`src/rtl/pps_pkg.sv`:
```
// Shared types and constants for the preemptive priority scheduler.
package pps_pkg;

    localparam int MAX_SLOTS = 16;
    localparam int SLOT_W    = $clog2(MAX_SLOTS);
    localparam int CNT_W     = SLOT_W + 1;
    localparam int TIME_W    = 16;
    localparam int WORK_W    = 16;
    localparam int PRIO_W    = 8;
    localparam int CFG_W     = 5;
    localparam int ENTRY_W   = TIME_W + PRIO_W + WORK_W;

    localparam logic OP_LOAD = 1'b0;
    localparam logic OP_TICK = 1'b1;

    typedef struct packed {
        logic              operation;
        logic [3:0]        slot;
        logic [15:0]       arrival_time;
        logic [15:0]       burst_length;
        logic [7:0]        priority_level;
    } t_in_item;

    typedef struct packed {
        logic [3:0]        running_slot;
        logic              idle;
        logic              finished;
        logic [15:0]       tick_time;
    } t_out_item;

    // one slot as kept in the table memory
    typedef struct packed {
        logic [TIME_W-1:0] arrival;
        logic [PRIO_W-1:0] prio;
        logic [WORK_W-1:0] work;
    } t_entry;

    typedef struct packed {
        logic              load_we;
        logic              scan_clear;
        logic              rd_en;
        logic [SLOT_W-1:0] rd_addr;
        logic              commit;
    } t_dp_cmd;

    typedef struct packed {
        logic              out_free;
    } t_dp_sts;

endpackage

```
`src/rtl/pps_ram.sv`:
```
// Generic single-write, single-read RAM with registered read data.
module pps_ram #(
    parameter int WIDTH = 8,
    parameter int DEPTH = 16
) (
    input  logic                     i_clk,
    input  logic                     i_we,
    input  logic [$clog2(DEPTH)-1:0] i_waddr,
    input  logic [WIDTH-1:0]         i_wdata,
    input  logic [$clog2(DEPTH)-1:0] i_raddr,
    output logic [WIDTH-1:0]         o_rdata
);

    logic [WIDTH-1:0] r_mem [DEPTH];
    logic [WIDTH-1:0] r_rdata;

    always_ff @(posedge i_clk) begin
        if (i_we) begin
            r_mem[i_waddr] <= i_wdata;
        end
        r_rdata <= r_mem[i_raddr];
    end

    assign o_rdata = r_rdata;

endmodule

```
`src/rtl/pps_ctrl.sv`:
```
// Scheduler controller: accepts beats, sequences the slot scan and the commit.
module pps_ctrl
    import pps_pkg::*;
(
    input  logic             i_clk,
    input  logic             i_rst_n,
    input  logic             i_in_valid,
    input  logic             i_in_op,
    output logic             o_in_stall,
    input  logic             i_cfg_we,
    input  logic [CFG_W-1:0] i_cfg_wdata,
    input  t_dp_sts          i_sts,
    output t_dp_cmd          o_cmd
);

    typedef enum logic [3:0] {
        S_IDLE   = 4'b0001,
        S_SCAN   = 4'b0010,
        S_DRAIN  = 4'b0100,
        S_COMMIT = 4'b1000
    } t_state;

    t_state           r_state, n_state;
    logic [CNT_W-1:0] r_idx, n_idx;
    logic [CFG_W-1:0] r_slots;
    logic [CNT_W-1:0] count;
    logic             accept;
    logic             last;

    // counts above the table size act as the table size
    assign count = (r_slots > CFG_W'(MAX_SLOTS)) ? CNT_W'(MAX_SLOTS) : CNT_W'(r_slots);

    assign o_in_stall = (r_state != S_IDLE);
    assign accept     = i_in_valid && (r_state == S_IDLE);
    assign last       = (r_idx == count - CNT_W'(1));

    always_comb begin
        n_state          = r_state;
        n_idx            = r_idx;
        o_cmd            = '0;
        o_cmd.rd_addr    = r_idx[SLOT_W-1:0];
        unique case (r_state)
            S_IDLE: begin
                n_idx = '0;
                if (accept) begin
                    if (i_in_op == OP_LOAD) begin
                        o_cmd.load_we = 1'b1;
                    end else begin
                        o_cmd.scan_clear = 1'b1;
                        n_state = (count == '0) ? S_COMMIT : S_SCAN;
                    end
                end
            end
            S_SCAN: begin
                o_cmd.rd_en = 1'b1;
                n_idx = r_idx + CNT_W'(1);
                if (last) begin
                    n_state = S_DRAIN;
                end
            end
            S_DRAIN: begin
                n_state = S_COMMIT;
            end
            S_COMMIT: begin
                if (i_sts.out_free) begin
                    o_cmd.commit = 1'b1;
                    n_state = S_IDLE;
                end
            end
            default: begin
                n_state = S_IDLE;
            end
        endcase
    end

    always_ff @(posedge i_clk) begin
        if (!i_rst_n) begin
            r_state <= S_IDLE;
            r_idx   <= '0;
            r_slots <= CFG_W'(16);
        end else begin
            r_state <= n_state;
            r_idx   <= n_idx;
            if (i_cfg_we) begin
                r_slots <= i_cfg_wdata;
            end
        end
    end

    // a tick with slots in use starts the scan at slot zero
    a_scan_start: assert property (@(posedge i_clk) disable iff (!i_rst_n)
        (accept && i_in_op == OP_TICK && count != '0) |=> (o_cmd.rd_en && o_cmd.rd_addr == '0))
        else $error("scan did not start at slot zero");

    // a commit always returns the controller to idle
    a_commit_idle: assert property (@(posedge i_clk) disable iff (!i_rst_n)
        o_cmd.commit |=> (r_state == S_IDLE))
        else $error("controller not idle after commit");

    // a load never overlaps a commit write
    a_one_writer: assert property (@(posedge i_clk) disable iff (!i_rst_n)
        !(o_cmd.load_we && o_cmd.commit))
        else $error("load and commit in the same cycle");

endmodule

```
`src/rtl/pps_dp.sv`:
```
// Scheduler datapath: slot table, best-candidate compare, time and result register.
module pps_dp
    import pps_pkg::*;
(
    input  logic      i_clk,
    input  logic      i_rst_n,
    input  t_dp_cmd   i_cmd,
    input  t_in_item  i_in_data,
    output t_dp_sts   o_sts,
    output logic      o_out_valid,
    output t_out_item o_out_data,
    input  logic      i_out_stall
);

    t_entry            rd_entry;
    t_entry            wr_entry;
    logic              we;
    logic [SLOT_W-1:0] waddr;

    logic              r_rd_vld;
    logic [SLOT_W-1:0] r_rd_idx;
    logic              r_found;
    logic [SLOT_W-1:0] r_best_idx;
    logic [TIME_W-1:0] r_best_arr;
    logic [PRIO_W-1:0] r_best_pri;
    logic [WORK_W-1:0] r_best_work;
    logic [TIME_W-1:0] r_time;
    logic              r_out_valid;
    t_out_item         r_out;

    logic              eligible;
    logic              better;
    logic [WORK_W-1:0] new_work;

    assign new_work = r_best_work - WORK_W'(1);

    always_comb begin
        if (i_cmd.commit) begin
            we             = r_found;
            waddr          = r_best_idx;
            wr_entry.arrival = r_best_arr;
            wr_entry.prio    = r_best_pri;
            wr_entry.work    = new_work;
        end else begin
            we             = i_cmd.load_we;
            waddr          = i_in_data.slot[SLOT_W-1:0];
            wr_entry.arrival = TIME_W'(i_in_data.arrival_time);
            wr_entry.prio    = i_in_data.priority_level;
            wr_entry.work    = i_in_data.burst_length;
        end
    end

    pps_ram #(
        .WIDTH (ENTRY_W),
        .DEPTH (MAX_SLOTS)
    ) u_table (
        .i_clk   (i_clk),
        .i_we    (we),
        .i_waddr (waddr),
        .i_wdata (wr_entry),
        .i_raddr (i_cmd.rd_addr),
        .o_rdata (rd_entry)
    );

    assign eligible = (rd_entry.arrival <= r_time) && (rd_entry.work != '0);
    // strict compares keep the earlier arrival, then the lower slot
    assign better   = !r_found || (rd_entry.prio < r_best_pri) ||
                      ((rd_entry.prio == r_best_pri) && (rd_entry.arrival < r_best_arr));

    assign o_sts.out_free = !r_out_valid || !i_out_stall;

    always_ff @(posedge i_clk) begin
        if (!i_rst_n) begin
            r_rd_vld    <= 1'b0;
            r_found     <= 1'b0;
            r_time      <= '0;
            r_out_valid <= 1'b0;
        end else begin
            r_rd_vld <= i_cmd.rd_en;
            if (i_cmd.scan_clear) begin
                r_found <= 1'b0;
            end else if (r_rd_vld && eligible && better) begin
                r_found <= 1'b1;
            end
            if (i_cmd.commit) begin
                r_time      <= r_time + TIME_W'(1);
                r_out_valid <= 1'b1;
            end else if (!i_out_stall) begin
                r_out_valid <= 1'b0;
            end
        end
    end

    always_ff @(posedge i_clk) begin
        r_rd_idx <= i_cmd.rd_addr;
        if (r_rd_vld && eligible && better) begin
            r_best_idx  <= r_rd_idx;
            r_best_arr  <= rd_entry.arrival;
            r_best_pri  <= rd_entry.prio;
            r_best_work <= rd_entry.work;
        end
        if (i_cmd.commit) begin
            r_out.running_slot <= r_found ? 4'(r_best_idx) : 4'd0;
            r_out.idle         <= !r_found;
            r_out.finished     <= r_found && (new_work == '0);
            r_out.tick_time    <= 16'(r_time);
        end
    end

    assign o_out_valid = r_out_valid;
    assign o_out_data  = r_out;

    // time moves by exactly one per committed tick
    a_time_step: assert property (@(posedge i_clk) disable iff (!i_rst_n)
        i_cmd.commit |=> (r_time == TIME_W'($past(r_time) + 1'b1)))
        else $error("time did not advance on commit");

    // a result only appears after a commit
    a_out_src: assert property (@(posedge i_clk) disable iff (!i_rst_n)
        $rose(r_out_valid) |-> $past(i_cmd.commit))
        else $error("result without commit");

    // a pending result is never overwritten while stalled
    a_no_overrun: assert property (@(posedge i_clk) disable iff (!i_rst_n)
        i_cmd.commit |-> (!r_out_valid || !i_out_stall))
        else $error("commit into a stalled result register");

endmodule

```
`src/rtl/preemptive_priority_scheduler_core.sv`:
```
// Top level of the preemptive priority scheduler.
//
//   channel   direction  handshake                 payload
//   in        input      i_in_valid / o_in_stall   t_in_item  (load or tick)
//   out       output     o_out_valid / i_out_stall t_out_item (one per tick)
//   cfg       input      i_cfg_we                  slots_in_use, 5 bits
//
// A load beat writes the slot table in the accept cycle.
// A tick beat scans N = min(slots_in_use, 16) slots: one table read per
// slot through the single read port of the table memory, then a compare
// drain state and a commit state (straight to commit when N is zero).
// Reset clears time to zero and slots_in_use to 16; the slot table is not cleared.
// A stalled result holds the commit cycle until the result register frees.
module preemptive_priority_scheduler_core
    import pps_pkg::*;
(
    input  logic             i_clk,
    input  logic             i_rst_n,
    input  logic             i_in_valid,
    output logic             o_in_stall,
    input  t_in_item         i_in_data,
    output logic             o_out_valid,
    input  logic             i_out_stall,
    output t_out_item        o_out_data,
    input  logic             i_cfg_we,
    input  logic [CFG_W-1:0] i_cfg_wdata
);

    t_dp_cmd cmd;
    t_dp_sts sts;

    pps_ctrl u_ctrl (
        .i_clk       (i_clk),
        .i_rst_n     (i_rst_n),
        .i_in_valid  (i_in_valid),
        .i_in_op     (i_in_data.operation),
        .o_in_stall  (o_in_stall),
        .i_cfg_we    (i_cfg_we),
        .i_cfg_wdata (i_cfg_wdata),
        .i_sts       (sts),
        .o_cmd       (cmd)
    );

    pps_dp u_dp (
        .i_clk       (i_clk),
        .i_rst_n     (i_rst_n),
        .i_cmd       (cmd),
        .i_in_data   (i_in_data),
        .o_sts       (sts),
        .o_out_valid (o_out_valid),
        .o_out_data  (o_out_data),
        .i_out_stall (i_out_stall)
    );

endmodule
```
`config.mk`:
```
export PLATFORM = sky130hd
export DESIGN_NAME = preemptive_priority_scheduler_core
export DESIGN_NICKNAME = d
export VERILOG_FILES = /design/src/rtl/pps_pkg.sv /design/src/rtl/pps_ram.sv /design/src/rtl/pps_ctrl.sv /design/src/rtl/pps_dp.sv /design/src/rtl/preemptive_priority_scheduler_core.sv
export SDC_FILE = /design/constraint.sdc
export NUM_CORES = 1
export LEC_CHECK = 0
export ABC_CLOCK_PERIOD_IN_PS = 7400
export BUFFER_PORTS_ARGS = -buffer_cell sky130_fd_sc_hd__buf_4
export CAP_MARGIN = 20
export CORE_MARGIN = 2
export CORE_UTILIZATION = 56
export DETAILED_ROUTE_END_ITERATION = 8
export PLACE_DENSITY = 0.76
export SYNTH_ARGS = -nofsm -noshare
export SYNTH_HDL_FRONTEND = slang
export SYNTH_HIERARCHICAL = 1
export SYNTH_SLANG_ARGS = --single-unit
export TNS_END_PERCENT = 100
```
`constraint.sdc`:
```
create_clock -name i_clk -period 7.4 [get_ports i_clk]
set_input_delay 0 -clock i_clk [delete_from_list [all_inputs] [get_ports i_clk]]
set_output_delay 0 -clock i_clk [all_outputs]
set_load 0.01 [all_outputs]
```
==> flow_summary.yaml <==
sta:
  final-setup-viol-count: 0
  hold_viol_final: 0
  relSlewSlack_pct: 26.03
  period_share_pct: 51.00
  tns_ps: 0
  max_freq_mhz: 265.0
  rsz0062_at_grt: "no"
  tightest_slew_ps: 1107
  skew_ps: 20.50
  final_max_slew_viol_count: 0
  period_minus_slack_ps: 3774
run_status:
  status: "completed"
critical_path:
  r2r_slack_ps: 3630
  worstSetupPathType: "reg2reg"
  critical_path_peak_fanout: 32
  r2r_end: "u_dp/u_table/r_mem[10][10]$_DFFE_PP_"
  cp-start-kind: "register"
  r2r-start: "u_ctrl/r_state[3]$_SDFFE_PN0P_"
  ff2ff_path_depth: 7
  crit_arrival_ps: 4060
  critPathRequiredTime_ps: 7680
  crit_path_end_kind: "register"
floorplan:
  ios: 79
  die_h_um: 238.4
  start_util_pct: 56.96
  fp-row-count: 85
  core_area_sq_um: 54030
  die_area_sq_um: 56850
  die_w_um: 238.4
cts:
  post_cts_buffers: 0
  numCtsBuffers: 78
  cts-root-buf: "clkbuf_16"
  cts.sinks: 783
  clk_path_buf_depth: 3
  cts_tree: "done"
  clk_latency_ps: 620
  clk_pin_slew_ps: 60
  htreeDepth: 3
synthesis:
  synthFlopType: "edfxtp_1"
  syn_nets: 1661
  synth.distinct_cells: 56
  synth_area_per_cell_sq_um: 19.70
  synth_seq_cells: 783
  seq_area_frac_synth_pct: 73.90
  yosys_warnings: 6
  synthesis.instances: 1562
  synthArstFlopShare_pct: 0
  syn_area_sq_um: 30770
  synth_edf_count: 706
layout:
  diodes: 0
  drive_above_1_share_pct: 22.64
  area_growth_pct: 15.09
  fin_nets: 1849
  design_area_sq_um: 35420
power:
  p_leak_nw: 11.57
  peakVddDrop_v: 0.0001922
  powerDensity_nw_per_um2: 255.9
placed_design:
  port_buffers: 78
  place_area_sq_um: 32150
  dp.final_hpwl_um: 36590
  gp_congestion: 0.8092
global_routing:
  grt_use_total_pct: 24.31
  overflow: 0
  grt_first_pass_wirelength_um: 100600
  grt_pass1_vias: 16100
  antenna_found_initial: 0
  grt_max_degree: 63
min_path:
  worstHoldStart: "i_in_data[23]"
  hold_depth: 4
  worst_hold_path.endpoint: "u_dp/u_table/r_mem[10][15]$_DFFE_PP_"
  hold_class: "in2reg"
detailed_routing:
  drt_iter0_drc: 1768
  wl_um: 67610
  dr.pass1.iters: 5
  dr_total_vias: 15750
  drcViolationCount: 0
  avgViaCountPerCell: 6.274
  wl_per_cell_um: 26.93
  antenna_left: 0
flow_run:
  drv_cap: 0
[synthesized netlist by cell type, drive strengths merged (2+ instances only)]
cell    number  area share, %
edfxtp     706             69
nand3       10           0.16
mux2i        8           0.26
dfxtp       77            5.0
o31a         2          0.057
nand4       12           0.24
nor4        11           0.22
or3          7           0.17
a41o         2          0.065
xnor2       26           0.74
clkbuf      40           0.49
a21oi       36           0.59
a31oi        3          0.061
mux2        30            1.1
nor4b        5           0.20
a221o        2          0.065
a21o         4          0.098
ha          44            1.8
nand2       68           0.83
xor2         5           0.14
o31ai        3          0.073
nand2b       8           0.16
a22oi       81            2.0
inv         46           0.56
a21boi       3          0.073
or2          2          0.049
nor2b       19           0.39
o211ai       2          0.049
nor3b        4           0.11
or4          2          0.049
and2        21           0.43
nor3        14           0.26
mux4       160             12
buf         32            1.1
o21ai       15           0.24
nand3b       5           0.12
nor2        39           0.48
[layout by cell type (no fill, tap or decap), types with 19 or more instances in the layout]
| cell type | instances |
|---|---|
| dfxtp_1 | 75 |
| mux4_1 | 60 |
| edfxtp_1 | 706 |
| buf_4 | 125 |
| inv_1 | 46 |
| clkbuf_16 | 79 |
| mux4_2 | 100 |
| xnor2_1 | 26 |
| mux2_2 | 30 |
| nor2_1 | 26 |
| clkbuf_1 | 19 |
| a21oi_1 | 36 |
| dlygate4sd3_1 | 54 |
| nand2_1 | 68 |
| a22oi_1 | 81 |
| and2_1 | 20 |
| ha_1 | 44 |
[through the flow]
stage | setup WS [ps] | cells | hold slack, ps | total power [mW] | utilization (%)
after floorplan | 368.9 | 1562 | 121.7 | 5.070 | -
after global placement | 3803 | 2296 | 220.8 | 5.145 | 59.50
after detailed placement | 3652 | 2297 | 227.4 | 5.157 | 59.52
after CTS | 3624 | 2485 | 4.648 | 9.105 | 65.11
after global routing | 3435 | 2511 | 9.529 | 9.288 | 65.56
final | 3626 | 2511 | 23.29 | 9.062 | 65.56
[sequential cells by signal, summed over array words and instances, names as in the netlist, 4 cells and up]
name / flops
u_dp/r_best_idx: 4
u_dp/r_time: 16
u_dp/r_best_pri: 8
u_dp/r_rd_idx: 4
u_dp/r_best_work: 16
u_ctrl/r_slots: 5
u_ctrl/r_state: 4
u_dp/o_out_data: 22
u_dp/r_best_arr: 16
u_dp/u_table/o_rdata: 40
u_dp/u_table/r_mem: 640
u_ctrl/r_idx: 5
[kinds of logic after synthesis]
logic type	count (synthesis)	synth area share, %
compound gates	158	3.509
xor+xnor	31	0.8823
fa+ha+maj	44	1.789
buf+inv	118	2.159
flops	783	73.90
mux	198	13.80
simple gates	230	3.964
[metal layers]
metal | up-vias | track usage (%) | wire length (um)
li1 | 6762 | - | -
met1 | 8048 | 33.84 | 27030
met2 | 813 | 39.65 | 33020
met3 | 130 | 4.489 | 5743
met4 | 0 | 7.538 | 1819
met5 | - | 0 | 0
[critical path, cell delays in order, from the launching register on]
cell	delay (ps)
dfxtp_1	480
nand3b_1	150
nor3_2	170
buf_4	410
mux2_2	470
nand2b_1	370
nor2_4	920
buf_4	450
[layout make-up]
| cell class | count | area, sq um |
|---|---|---|
| Clock buffer | 105 | 2145 |
| Clock inverter | 40 | 446.7 |
| Fill cell | 3468 | 18610 |
| Inverter | 46 | 172.7 |
| Multi-Input combinational cell | 661 | 7528 |
| Sequential cell | 783 | 22750 |
| Tap cell | 696 | 870.8 |
| Timing Repair Buffer | 180 | 1506 |
[report_power, final]
group / switching [mW] / internal, mW
sequential: 0.0165 / 4.85
clock: 1.66 / 2.31
combinational: 0.136 / 0.0958
total: 1.81 / 7.25
[how the worst max path moves through the flow]
stage	slack [ps]	start	depth (start not counted)	end
6_report	3630	u_ctrl/r_state[3]$_SDFFE_PN0P_	7	u_dp/u_table/r_mem[10][10]$_DFFE_PP_
5_1_grt	3430	u_ctrl/r_state[3]$_SDFFE_PN0P_	7	u_dp/u_table/r_mem[10][0]$_DFFE_PP_
4_1_cts	3620	u_ctrl/r_state[3]$_SDFFE_PN0P_	7	u_dp/u_table/r_mem[10][10]$_DFFE_PP_
3_5_place_dp	3650	u_ctrl/r_state[3]$_SDFFE_PN0P_	7	u_dp/u_table/r_mem[10][0]$_DFFE_PP_
3_3_place_gp	3800	u_ctrl/r_state[3]$_SDFFE_PN0P_	7	u_dp/u_table/r_mem[10][0]$_DFFE_PP_
2_1_floorplan	370	u_ctrl/r_state[3]$_SDFFE_PN0P_	8	u_dp/u_table/r_mem[0][0]$_DFFE_PP_
[timing repair]
item / in CTS / in global routing
gates resized for setup: 0 / 0
hold buffers: 43 / 11
endpoints found under the setup margin: 0 / 0
hold endpoints to repair: 351 / 45
Power figures use the tool's default switching activity.
